--- src/rtl/core/qws_pkg.sv ---
// Package with the types, character codes and result-list helpers of the quoted word splitter.
`timescale 1ns / 1ps
`default_nettype none

package qws_pkg;

	// Result kinds.
	localparam logic [1:0] KIND_CHAR        = 2'd0;
	localparam logic [1:0] KIND_WORD_END    = 2'd1;
	localparam logic [1:0] KIND_QUOTE_ERROR = 2'd2;
	localparam logic [1:0] KIND_DONE        = 2'd3;

	// Character codes.
	localparam logic [7:0] CH_SPACE     = 8'h20;
	localparam logic [7:0] CH_TAB       = 8'h09;
	localparam logic [7:0] CH_NEWLINE   = 8'h0A;
	localparam logic [7:0] CH_RETURN    = 8'h0D;
	localparam logic [7:0] CH_FORMFEED  = 8'h0C;
	localparam logic [7:0] CH_VTAB      = 8'h0B;
	localparam logic [7:0] CH_SQUOTE    = 8'h27;
	localparam logic [7:0] CH_DQUOTE    = 8'h22;
	localparam logic [7:0] CH_BACKSLASH = 8'h5C;
	localparam logic [7:0] CH_HASH      = 8'h23;
	localparam logic [7:0] CH_AT        = 8'h40;

	// Most results one input item can cause.
	localparam int unsigned MAX_RESULTS = 3;

	typedef struct packed {
		logic [7:0] byte_in;
		logic       end_of_text;
	} in_t;

	typedef struct packed {
		logic [1:0] kind;
		logic [7:0] byte_out;
		logic       last;
	} out_t;

	// Results of one item, filled from entry 0 upward.
	typedef struct packed {
		logic [1:0]                 count;
		out_t [MAX_RESULTS-1:0]     res;
	} batch_t;

	function automatic logic is_space(input logic [7:0] c);
		return (c == CH_SPACE) || (c == CH_TAB) || (c == CH_NEWLINE) ||
			(c == CH_RETURN) || (c == CH_FORMFEED) || (c == CH_VTAB);
	endfunction

	function automatic logic is_escapable(input logic [7:0] c);
		return is_space(c) || (c == CH_SQUOTE) || (c == CH_DQUOTE) ||
			(c == CH_BACKSLASH) || (c == CH_HASH) || (c == CH_AT);
	endfunction

	// Appends one result at the next free entry.
	function automatic batch_t push(input batch_t b, input logic [1:0] kind,
			input logic [7:0] data);
		batch_t r;
		out_t   o;
		r = b;
		o.kind     = kind;
		o.byte_out = data;
		o.last     = 1'b0;
		unique case (b.count)
			2'd0: r.res[0] = o;
			2'd1: r.res[1] = o;
			2'd2: r.res[2] = o;
			default: r.res[2] = o;
		endcase
		if (b.count != 2'd3) begin
			r.count = b.count + 2'd1;
		end
		return r;
	endfunction

	// Flags the final result of the list.
	function automatic batch_t mark_last(input batch_t b);
		batch_t r;
		r = b;
		unique case (b.count)
			2'd1: r.res[0].last = 1'b1;
			2'd2: r.res[1].last = 1'b1;
			2'd3: r.res[2].last = 1'b1;
			default: r = b;
		endcase
		return r;
	endfunction

endpackage

`default_nettype wire

--- src/rtl/core/quoted_word_splitter_core.sv ---
// Top level of the quoted word splitter: input register, decoder and result serializer.
`timescale 1ns / 1ps
`default_nettype none

// Shell-style word splitter. Text enters one byte per transfer on the input
// channel and is closed by one transfer with end_of_text set. Each output
// transfer is a word byte, a word end, a done mark or an unterminated-quote
// error; last marks the final output transfer caused by an input item. The
// block accepts one input transfer per cycle while the result register can
// take a list; an item that causes n results holds the output for n transfers,
// so one byte per cycle is sustained whenever the byte yields at most one
// result and out_ready is high, and the output port (one result per cycle)
// sets the rate otherwise. An accepted input transfer passes the input
// register, where the decoder applies the quote and escape flags, and then
// the result register. Items that cause no result (an opening quote, a
// backslash, separating whitespace) still pass through the input register.
module quoted_word_splitter_core (
	input  wire logic          clk,
	input  wire logic          arst_n,
	input  wire logic          in_valid,
	output logic               in_ready,
	input  wire qws_pkg::in_t  in_data,
	output logic               out_valid,
	input  wire logic          out_ready,
	output qws_pkg::out_t      out_data
);
	import qws_pkg::*;

	// Input register stage.
	in_t    item_s1;
	logic   valid_s1;
	logic   advance;
	logic   ser_can_load;
	batch_t batch;

	// The registered item moves on as soon as the result register can take its
	// list, which includes the cycle in which the last held result is transferred.
	assign advance  = valid_s1 && ser_can_load;
	assign in_ready = !valid_s1 || advance;

	always_ff @(posedge clk or negedge arst_n) begin
		if (!arst_n) begin
			valid_s1 <= 1'b0;
		end else if (in_ready) begin
			valid_s1 <= in_valid;
		end
	end

	always_ff @(posedge clk) begin
		if (in_ready && in_valid) begin
			item_s1 <= in_data;
		end
	end

	// Decoder: updates the quote, word and backslash flags when the item advances.
	qws_decode u_decode (
		.clk     (clk),
		.arst_n  (arst_n),
		.item    (item_s1),
		.advance (advance),
		.batch   (batch)
	);

	// Result register: one result per output transfer.
	qws_serializer u_serializer (
		.clk       (clk),
		.arst_n    (arst_n),
		.load      (advance),
		.batch_in  (batch),
		.can_load  (ser_can_load),
		.out_valid (out_valid),
		.out_ready (out_ready),
		.out_data  (out_data)
	);

endmodule

`default_nettype wire

--- src/rtl/core/qws_decode.sv ---
// Quote and escape state with the decoder that turns one item into its list of results.
`timescale 1ns / 1ps
`default_nettype none

module qws_decode (
	input  wire logic          clk,
	input  wire logic          arst_n,
	input  wire qws_pkg::in_t  item,
	input  wire logic          advance,
	output qws_pkg::batch_t    batch
);
	import qws_pkg::*;

	logic in_single_quote_q, in_double_quote_q, word_started_q, pending_backslash_q;
	logic sq_d, dq_d, ws_d, pb_d;
	logic [7:0] c;

	assign c = item.byte_in;

	always_comb begin
		batch_t b;
		b = '0;
		sq_d = in_single_quote_q;
		dq_d = in_double_quote_q;
		ws_d = word_started_q;
		pb_d = pending_backslash_q;
		if (item.end_of_text) begin
			if (pending_backslash_q) begin
				b = push(b, KIND_CHAR, CH_BACKSLASH);
			end
			if (in_single_quote_q || in_double_quote_q) begin
				b = push(b, KIND_QUOTE_ERROR, 8'h00);
			end else begin
				if (word_started_q || pending_backslash_q) begin
					b = push(b, KIND_WORD_END, 8'h00);
				end
				b = push(b, KIND_DONE, 8'h00);
			end
			sq_d = 1'b0;
			dq_d = 1'b0;
			ws_d = 1'b0;
			pb_d = 1'b0;
		end else if (pending_backslash_q) begin
			pb_d = 1'b0;
			ws_d = 1'b1;
			if (!is_escapable(c)) begin
				b = push(b, KIND_CHAR, CH_BACKSLASH);
			end
			b = push(b, KIND_CHAR, c);
		end else if (c == CH_SQUOTE && !in_double_quote_q) begin
			sq_d = !in_single_quote_q;
			ws_d = 1'b1;
		end else if (c == CH_DQUOTE && !in_single_quote_q) begin
			dq_d = !in_double_quote_q;
			ws_d = 1'b1;
		end else if (c == CH_BACKSLASH) begin
			pb_d = 1'b1;
		end else if (!in_single_quote_q && !in_double_quote_q && is_space(c)) begin
			if (word_started_q) begin
				b = push(b, KIND_WORD_END, 8'h00);
				ws_d = 1'b0;
			end
		end else begin
			b = push(b, KIND_CHAR, c);
			ws_d = 1'b1;
		end
		batch = mark_last(b);
	end

	always_ff @(posedge clk or negedge arst_n) begin
		if (!arst_n) begin
			in_single_quote_q   <= 1'b0;
			in_double_quote_q   <= 1'b0;
			word_started_q      <= 1'b0;
			pending_backslash_q <= 1'b0;
		end else if (advance) begin
			in_single_quote_q   <= sq_d;
			in_double_quote_q   <= dq_d;
			word_started_q      <= ws_d;
			pending_backslash_q <= pb_d;
		end
	end

	// Both quote kinds can never be open at once.
	a_one_quote: assert property (@(posedge clk) disable iff (!arst_n)
		!(in_single_quote_q && in_double_quote_q))
		else $error("both quote kinds open");

	// Text end returns every flag to its idle value.
	a_eot_clears: assert property (@(posedge clk) disable iff (!arst_n)
		advance && item.end_of_text |=>
		!in_single_quote_q && !in_double_quote_q && !word_started_q && !pending_backslash_q)
		else $error("state not cleared after end of text");

	// A pending backslash always leaves at least one result with the next item.
	a_bs_result: assert property (@(posedge clk) disable iff (!arst_n)
		pending_backslash_q |-> batch.count != 2'd0)
		else $error("pending backslash produced no result");

endmodule

`default_nettype wire

--- src/rtl/core/qws_serializer.sv ---
// Result register that holds one item's results and hands them out one transfer per cycle while out_ready is high.
`timescale 1ns / 1ps
`default_nettype none

module qws_serializer (
	input  wire logic             clk,
	input  wire logic             arst_n,
	input  wire logic             load,
	input  wire qws_pkg::batch_t  batch_in,
	output logic                  can_load,
	output logic                  out_valid,
	input  wire logic             out_ready,
	output qws_pkg::out_t         out_data
);
	import qws_pkg::*;

	logic [1:0]             count_q;
	logic [1:0]             idx_q;
	out_t [MAX_RESULTS-1:0] res_q;
	logic                   take_last;

	assign out_valid = (count_q != 2'd0);
	assign take_last = out_valid && out_ready && (idx_q == count_q - 2'd1);
	assign can_load  = !out_valid || take_last;

	always_comb begin
		unique case (idx_q)
			2'd0: out_data = res_q[0];
			2'd1: out_data = res_q[1];
			2'd2: out_data = res_q[2];
			default: out_data = res_q[2];
		endcase
	end

	always_ff @(posedge clk or negedge arst_n) begin
		if (!arst_n) begin
			count_q <= 2'd0;
			idx_q   <= 2'd0;
		end else if (load && can_load) begin
			count_q <= batch_in.count;
			idx_q   <= 2'd0;
		end else if (take_last) begin
			count_q <= 2'd0;
			idx_q   <= 2'd0;
		end else if (out_valid && out_ready) begin
			idx_q <= idx_q + 2'd1;
		end
	end

	always_ff @(posedge clk) begin
		if (load && can_load) begin
			res_q <= batch_in.res;
		end
	end

	// The read position stays inside the held list.
	a_idx_range: assert property (@(posedge clk) disable iff (!arst_n)
		out_valid |-> idx_q < count_q)
		else $error("result index beyond held count");

	// The final result of a list carries the last flag, and no other does.
	a_last_flag: assert property (@(posedge clk) disable iff (!arst_n)
		out_valid |-> (out_data.last == (idx_q == count_q - 2'd1)))
		else $error("last flag misplaced");

	// A fresh list always starts from its first entry.
	a_load_start: assert property (@(posedge clk) disable iff (!arst_n)
		load && can_load |=> idx_q == 2'd0)
		else $error("new list not read from its start");

endmodule

`default_nettype wire
--- config.mk ---
export PLATFORM = sky130hd
export DESIGN_NAME = quoted_word_splitter_core
export DESIGN_NICKNAME = d
export VERILOG_FILES = /design/src/rtl/core/qws_pkg.sv /design/src/rtl/core/quoted_word_splitter_core.sv /design/src/rtl/core/qws_decode.sv /design/src/rtl/core/qws_serializer.sv
export SDC_FILE = /design/constraint.sdc
export NUM_CORES = 1
export LEC_CHECK = 0
export BUFFER_PORTS_ARGS = -buffer_cell sky130_fd_sc_hd__buf_2
export CAP_MARGIN = 20
export CORE_UTILIZATION = 57
export DETAILED_ROUTE_END_ITERATION = 6
export MAX_ROUTING_LAYER = met4
export PLACE_DENSITY = 0.79
export SKIP_LAST_GASP = 1
export SLEW_MARGIN = 30
export SYNTH_ARGS = -nofsm -noshare
export SYNTH_HDL_FRONTEND = slang
export SYNTH_SLANG_ARGS = --single-unit
--- constraint.sdc ---
create_clock -name clk -period 3.05 [get_ports clk]
set_clock_uncertainty 0.15 [all_clocks]
set_input_delay 0.61 -clock clk [delete_from_list [all_inputs] [get_ports clk]]
set_output_delay 0.61 -clock clk [all_outputs]
set_load 0.01 [all_outputs]
### Word-level counts from Yosys, hierarchy flattened

Cells that the tools add are included.

* register bits: 51
* input port bits: 13
* output and inout bits: 13
* logic and storage cells: 145

* $add $sub $neg: 5
* equality and inequality tests: 25
* mux-type cells: 55
* reduce and logical (&&, ||, !) cells: 42

Operators with widths (count)
* 35-bit 2-to-1 mux: 12
* 34-bit 2-to-1 mux: 4
* 11-bit 2-to-1 mux: 12
* 8-bit by 4-bit == test with 1-bit output, second input constant: 5
* 8-bit by 6-bit == test with 1-bit output, second input constant: 4
* 11-bit case mux with 2 select lines: 1
* 1-bit 2-to-1 mux: 18
* 8-bit by 7-bit == test with 1-bit output, second input constant: 2
* 2-bit 2-to-1 mux: 8
* 1-bit logical OR: 14
* 2-bit by 1-bit == test with 1-bit output, second input constant: 5
* 2-bit inequality test, second input constant: 5
* 1-bit logical AND: 9
* 2-bit by 1-bit adder with 2-bit output, second input constant: 4
* 2-bit logical NOT: 4
* 2-bit nonzero test: 4
* 2-bit OR reduction: 3
* 5-bit by 4-bit inequality test with 1-bit output, second input constant: 1
* 2-bit == test, second input constant: 2
* 1-bit logical NOT: 4
* 4-bit AND reduction: 1
* 3-bit AND reduction: 1
* 3-bit nonzero test: 1
* 2-bit == test: 1
* 2 further kinds: 2

### Depth between registers and ports, before layout

Gate-level depths: netlist (run 1).

* depth after elaboration: 20
* depth in mapped cells: 7
* mapped depth without buffers: 7

### By module

Synthesis (run 1) repeated with hierarchy kept, for this count alone.

* cells, all modules: 241
* area, all modules: 2651.3 um^2

By module, submodules not included
* qws_serializer: instances 1, cells each 112, area each 1544.0 um^2, seq. area each 1091.0 um^2
* qws_decode: instances 1, cells each 115, area each 777.0 um^2, seq. area each 100.1 um^2
* quoted_word_splitter_core: instances 1, cells each 14, area each 330.3 um^2, seq. area each 295.3 um^2

### Worst setup path after synthesis (run 1)

Ideal clock, no wire load.

* path kind: flip-flop to flip-flop
* start: reg u_serializer.count_q[0]
* end: reg u_serializer.count_q[0]
* setup time: 0.116 ns
* arrival time: 2.182 ns
* path slack: 0.602 ns
* stages on the path, launching flop included: 8
* clock period less this slack: 2.448 ns
* cell sequence: dfrtp_1 inv_1 ha_1 xor2_1 a41oi_1 inv_1 nand2_1 o311ai_0

* word-level cells in the longest chain between the ends: 7

RTL lines
* from (decl): line qws_serializer.sv:17 `logic [1:0] count_q;`
* from (signal assigned): line qws_serializer.sv:40 `count_q <= batch_in.count;`
* 2-bit by 1-bit subtractor with 2-bit output or 2-bit nonzero test (tied branches): line qws_serializer.sv:23, qws_serializer.sv:22
* 2-bit == test or 1-bit logical AND (tied branches): line qws_serializer.sv:23 `assign take_last = out_valid && out_ready && (idx_q == count_q - 2'd1);`
* 1-bit logical AND: line qws_serializer.sv:23
* 1-bit logical OR (*): line qws_serializer.sv:24 `assign can_load = !out_valid || take_last;`
* 1-bit logical AND (*): line quoted_word_splitter_core.sv:38 `assign advance = valid_s1 && ser_can_load;`
* via advance: line quoted_word_splitter_core.sv:32 `logic advance;`
* 1-bit logical AND (*): line qws_serializer.sv:39 `end else if (load && can_load) begin`
* 2-bit 2-to-1 mux or 2-bit nonzero test (tied branches)

Mark *: on every way through the listed nets, which the timed path passes. The rest lies on a longest branch.
A chain may end at the register's enable or synchronous reset.

==> results.yml, run 1 <==
global_routing:
  overflow: 0
  track_usage_pct: 22.74
  grt_pass1_vias: 1452
  grt_max_degree: 28
  grt_pass1_wl_um: 6555
  grt_antenna_before_repair: 0
setup_path:
  reg2reg_slack_ns: 0.47
  cp-end-kind: "primary output"
  critical_path.top_delay_family: "flip-flops"
  worstSetupPathType: "reg -> out"
  crit_required_ns: 2.29
  cp-start-kind: "register"
  arrival_ns: 1.89
  critPathSlowestCell: "dfrtp_1"
  critPathMaxFanout: 13
  path_cells: "inv_1 > ha_1 > nor3b_1 > a221o_1 > buf_2"
  max_stage_delay_ns: 0.46
  crit_buf_inv: 2
logic_synthesis:
  ys_types: 47
  synth_edf_count: 33
  syn_inst: 178
  syn_avg_cell_area_um2: 11.61
  synth_flop_cell: "edfxtp_1"
  async_flop_share_pct: 21.43
  syn-cell-area_um2: 2066
  syn-num-nets: 194
  ys_seq_elements: 42
  yosysWarningCount: 0
  seq_area_frac_synth_pct: 58.87
power_and_ir_drop:
  p_sw_share_pct: 36.64
  switchingPower_mw: 0.8868
  p_seq_share_pct: 45.4
  p_per_area_nw_per_um2: 1037
  power_frac_comb_pct: 40.3
  pwr-share-clk_pct: 14.4
  vdd_drop_max_mv: 0.7058
  p_leak_nw: 0.9379
  p_int_mw: 1.534
run_status:
  status: "finished, final reports clean"
placed_design:
  detailed_place_hpwl_um: 2736
  placed_area_um2: 2245
  gp_congestion: 0.8801
  port_buffers: 25
layout:
  area_delta_synth_final_pct: 12.96
  fin_nets: 224
  drive_gt1_share_pct: 17.70
  diodes: 0
  design_area_um2: 2333
floorplan:
  fp.dieArea_um2: 3869
  coreArea_um2: 3416
  initial_utilization_pct: 60.48
  dieWidth_um: 62.20
  core.rowCount: 21
  io_pins: 26
  die_height_um: 62.20
clocking:
  holdBufCountCts: 1
  numCtsBuffers: 5
  ctsLongestPathBuffers: 2
  htreeDepth: 2
  insertion_delay_ns: 0.35
  cts_tree: "done"
  cts_resized: 0
  cts-root-buf: "clkbuf_4"
  clkTransAtPathRegs_ns: 0.13
  post-cts-setup-buffers: 0
  cts_sinks: 42
timing:
  clock.fmax_mhz: 377.3
  drv_slew: 0
  max_slew_margin_pct: 40.51
  period_minus_slack_ns: 2.650
  hold_viol: 0
  finalSetupTns_ns: 0
  tightest_slew_ns: 0.8808
  finalSetupViolCount: 0
  rsz0062_at_grt: "no"
  fin_crit_sh_pct: 86.89
route:
  detail-route-antenna-nets: 0
  drt_drc_violations_left: 0
  vias_per_cell: 6.071
  routedWlPerCell_um: 15.19
  finalWirelength_um: 3873
  vias: 1548
  drt_first_pass_iters: 4
  drt_iter0_drc: 94
run:
  max_cap_violations: 0
hold_path:
  hp-class: "in -> reg"
-- final cells by class --
| class | count | area [um^2] |
|---|---|---|
| clock buffer | 6 | 41.29 |
| clock inverter | 2 | 37.54 |
| fill | 269 | 1082 |
| inverter | 10 | 37.54 |
| multi-input combinational | 121 | 793.3 |
| sequential | 42 | 1216 |
| tap | 46 | 57.56 |
| timing repair buffer | 28 | 150.1 |
-- cells by family after synthesis --
kind of cell | count (synthesis) | share of synthesized area, %
flops | 42 | 58.87
mux | 1 | 0.4846
compound gates | 54 | 19.14
simple gates | 61 | 16.11
xor+xnor | 2 | 0.8481
fa+ha+maj | 3 | 1.817
buf+inv | 15 | 2.726
-- power by group through the flow --
stage | clock network [mW] | logic [mW] | registers (mW)
finish | 0.347 | 0.975 | 1.10
global route | 0.377 | 1.09 | 1.13
CTS | 0.352 | 0.984 | 1.10
detailed placement | 0 | 0.981 | 1.11
global placement | 0 | 0.939 | 1.09
floorplan | 0 | 0.695 | 1.06
-- synthesized netlist by cell type (2+ instances only) --
cell,count,area (um^2)
edfxtp_1,33,991.0
nand2_1,13,48.80
nor2_1,11,41.29
and2_1,10,62.56
inv_1,10,37.54
dfrtp_1,9,225.2
a21oi_1,8,40.04
a22o_1,8,70.07
o21ai_0,7,35.03
a21o_1,6,45.04
clkbuf_1,5,18.77
nor4_1,4,25.02
a221o_1,3,30.03
a31oi_1,3,18.77
ha_1,3,37.54
nand3_1,3,15.01
nand3b_1,3,22.52
nor3_1,3,15.01
nor3b_1,3,22.52
a21boi_0,2,15.01
o311ai_0,2,17.52
o32ai_1,2,17.52
or3_1,2,12.51
xor2_1,2,17.52
-- metal layers --
| metal | share of wire [%] | up-vias | GRT usage [%] |
|---|---|---|---|
| met1 | 43 | 715 | 30.39 |
| met4 | 2.0 | 0 | 7.849 |
| li1 | - | 748 | - |
| met5 | 0 | - | - |
| met2 | 47 | 73 | 34.48 |
| met3 | 7.5 | 12 | 5.147 |
-- sequential cells by signal (all words and copies together) (netlist names) --
signal	count
item_s1	9
u_decode.in_double_quote_q	1
u_decode.in_single_quote_q	1
u_decode.pending_backslash_q	1
u_decode.word_started_q	1
u_serializer.count_q	2
u_serializer.idx_q	2
u_serializer.res_q	24
valid_s1	1
-- worst paths after layout --
kind	depth (start not counted)	start	end
worst min-delay path	1	in_data[0]	item_s1[0]
worst min register to register	1	valid_s1	u_serializer.idx_q[0]
max in group asynchronous	2	arst_n	u_decode.word_started_q
min in group asynchronous	2	arst_n	valid_s1
worst max register to register	5	item_s1[2]	u_serializer.res_q[11]
worst max-delay path	5	u_serializer.idx_q[0]	out_data[10]
-- cell usage in the layout (no fill, tap or decap), types with 2 or more instances in the layout --
master     n
inv_1     10
and2_1    10
o21ai_0    7
nor2_1    11
dfrtp_1    9
nand3b_1   3
nor3_1     3
buf_2     25
xor2_1     2
a22o_1     8
nor4_1     4
a21o_1     6
o311ai_0   2
a21oi_1    8
nand3_1    3
nor3b_1    3
clkbuf_4   5
a21boi_0   2
nand2_1   13
or3_1      2
edfxtp_1  33
a221o_1    3
o32ai_1    2
ha_1       3
buf_4      2
a31oi_1    3
-- per-stage QoR --
stage	setup slack (ns)	utilization (%)	power [mW]	hold WS (ns)	std cells
finish	0.3998	68.32	2.421	0.2723	255
global route	0.2004	68.32	2.596	0.2452	255
CTS	0.3669	68.32	2.431	0.2671	255
detailed placement	0.5460	65.71	2.091	0.3272	246
global placement	0.5894	65.71	2.034	0.3187	246
floorplan	0.6020	-	1.750	0.1644	178
No activity file was read; power rests on OpenSTA's default activity.
==> inputs of run 2 (changes only) <==
Settings changed: CORE_UTILIZATION 57 to 59, CTS_BUF_LIST set to sky130_fd_sc_hd__clkbuf_8, PLACE_DENSITY 0.79 to 0.81, SKIP_CTS_REPAIR_TIMING set to 1.
==> run 2 against run 1 <==
Effect of this change: utilization rose by 2.6 points; sequential power about the same; final area up 1.4%; register-to-register slack is essentially flat; count of clock-buffer cells in the layout unchanged; via count is 0.13% higher; clock power increased by 25%; final cell count shrank 0.39%; non-clock buffer count down 1; critical path depth unchanged; critical endpoint is now u_serializer.res_q[5]; largest cell class unchanged.
==> results.yml, run 2 (synthesized netlist as in run 1, its figures left out) <==
run_status:
  status: "finished, final reports clean"
setup_path:
  reg2reg_from: "item_s1[2]"
  critPathSlowestCell: "or4b_1"
  reg2reg_slack_ns: 0.46
  r2r_end: "u_serializer.res_q[5]"
  crit_required_ns: 2.95
  path_cells: "or4b_1 > a21o_1 > a2111o_1 > a41o_1 > a21o_1"
  arrival_ns: 2.49
  cp-end-kind: "register"
  crit_buf_inv: 0
  critical_path.top_delay_family: "compound AO/OA/AOI/OAI gates"
  crit_path_frequent_cell: "a21o_1"
  max_stage_delay_ns: 0.56
  cp-start-kind: "register"
  worstSetupPathType: "reg -> reg"
  critPathMaxFanout: 7
  worstRegToRegCells: 5
timing:
  tightest_slew_ns: 0.8518
  holdWs_ns: 0.01552
  hold_viol: 0
  finalSetupViolCount: 0
  clock.fmax_mhz: 385.8
  max_slew_margin_pct: 42.47
  fin_crit_sh_pct: 84.98
  period_minus_slack_ns: 2.592
  finalSetupTns_ns: 0
  drv_slew: 0
  rsz0062_at_grt: "no"
layout:
  fin_nets: 223
  fillers: 237
  top_regs: "u_serializer.res_q x24, item_s1 x9"
  layout_common_cells: "edfxtp_1 (33), buf_2 (25), nand2_1 (13)"
  drive_gt1_share_pct: 18.27
  layout.cells.non_filler: 254
  diodes: 0
  largest_reg_flops: 24
  fin_util_pct: 70.94
  layout_commonest_cell: "edfxtp_1"
  area_delta_synth_final_pct: 14.60
  largest_register: "u_serializer.res_q"
global_routing:
  grt_pass1_vias: 1339
  grt_pass1_wl_um: 6037
  overflow: 0
  grt_antenna_before_repair: 0
  track_usage_pct: 23.27
  grt_max_degree: 28
route:
  drt_drc_violations_left: 0
  vias: 1550
  drt_first_pass_iters: 4
  finalWirelength_um: 3810
  drt_iter0_drc: 82
  routedWlPerCell_um: 15.00
  vias_per_cell: 6.102
  detail-route-antenna-nets: 0
placed_design:
  port_buffers: 25
  detailed_place_hpwl_um: 2692
  placed_cells: 246
  gp_congestion: 0.8996
clocking:
  cts_sinks: 42
  htreeDepth: 2
  ctsLongestPathBuffers: 2
  insertion_delay_ns: 0.29
  clkTransAtPathRegs_ns: 0.07
  cts-root-buf: "clkbuf_8"
  cts_tree: "done"
  numCtsBuffers: 5
floorplan:
  fp.dieArea_um2: 3742
  dieWidth_um: 61.17
  initial_utilization_pct: 61.90
  coreArea_um2: 3337
  die_height_um: 61.17
  io_pins: 26
  core.rowCount: 21
power_and_ir_drop:
  switchingPower_mw: 0.8767
  p_seq_share_pct: 43.9
  p_int_mw: 1.625
  vdd_drop_max_mv: 0.5877
  power_frac_comb_pct: 38.7
  p_per_area_nw_per_um2: 1057
  p_leak_nw: 0.9589
  pwr-share-clk_pct: 17.4
  p_sw_share_pct: 35.05
hold_path:
  hp-class: "in -> async"
run:
  max_cap_violations: 0
-- run 2: cell count changes in the layout (fill, tap and decap cells not counted) --
cell | previous run | this run
clkbuf_8 | 0 | 6
clkbuf_4 | 5 | 0
clkbuf_1 | 1 | 0
clkinvlp_4 | 1 | 0
dlygate4sd3_1 | 1 | 0
inv_1 | 10 | 11
nor4_1 | 4 | 3
nor4_2 | 0 | 1
-- run 2: worst max-delay path by stage --
| stage | from | to | slack [ns] | depth (start not counted) |
|---|---|---|---|---|
| after floorplan | u_serializer.count_q[0] | u_serializer.count_q[0] | 0.60 | 7 |
| after global placement | item_s1[2] | u_serializer.res_q[4] | 0.59 | 5 |
| after detailed placement | item_s1[2] | u_serializer.res_q[5] | 0.48 | 5 |
| after CTS | item_s1[2] | u_serializer.res_q[5] | 0.48 | 5 |
| after global routing | item_s1[2] | u_serializer.res_q[6] | 0.33 | 5 |
| final | item_s1[2] | u_serializer.res_q[5] | 0.46 | 5 |
-- run 2: worst reg2reg max path, stage by stage (launching register included) --
cell	delay [ns]
edfxtp_1	0.49
or4b_1	0.56
a21o_1	0.21
a2111o_1	0.46
a41o_1	0.29
a21o_1	0.19
-- run 2: power by group through the flow --
stage | logic, mW | registers, mW | clock network [mW]
3_3_place_gp | 0.940 | 1.09 | 0
2_1_floorplan | 0.695 | 1.06 | 0
3_5_place_dp | 0.972 | 1.11 | 0
6_report | 0.969 | 1.10 | 0.435
4_1_cts | 0.973 | 1.09 | 0.442
5_1_grt | 1.09 | 1.13 | 0.465
-- run 2: routing by layer --
layer  wire (um)  track usage, %  vias to the layer above  share of wire, %
li1            -               -                      747                 -
met1        1734           31.15                      734                46
met2        1794           35.40                       61                47
met3         220           4.412                        8               5.8
met4          61           8.766                        0               1.6
met5           0               -                        -                 0
-- run 2: stage by stage --
stage	area, um^2	setup slack, ns	power [mW]
6_report	2367	0.4583	2.501
3_5_place_dp	2245	0.4799	2.078
5_1_grt	2367	0.3259	2.680
4_1_cts	2361	0.4789	2.509
3_3_place_gp	2245	0.5887	2.034
2_1_floorplan	2066	0.6020	1.750
-- run 2: cell type report --
class	count	area, um^2	share of cell area, %
flip-flops and latches	42	1216	51.37
multi-input cells	121	799.5	33.77
repair buffers	27	140.1	5.920
clock buffers	6	82.58	3.488
well taps	46	57.56	2.431
inverters	10	37.54	1.586
clock inverters	2	33.78	1.427
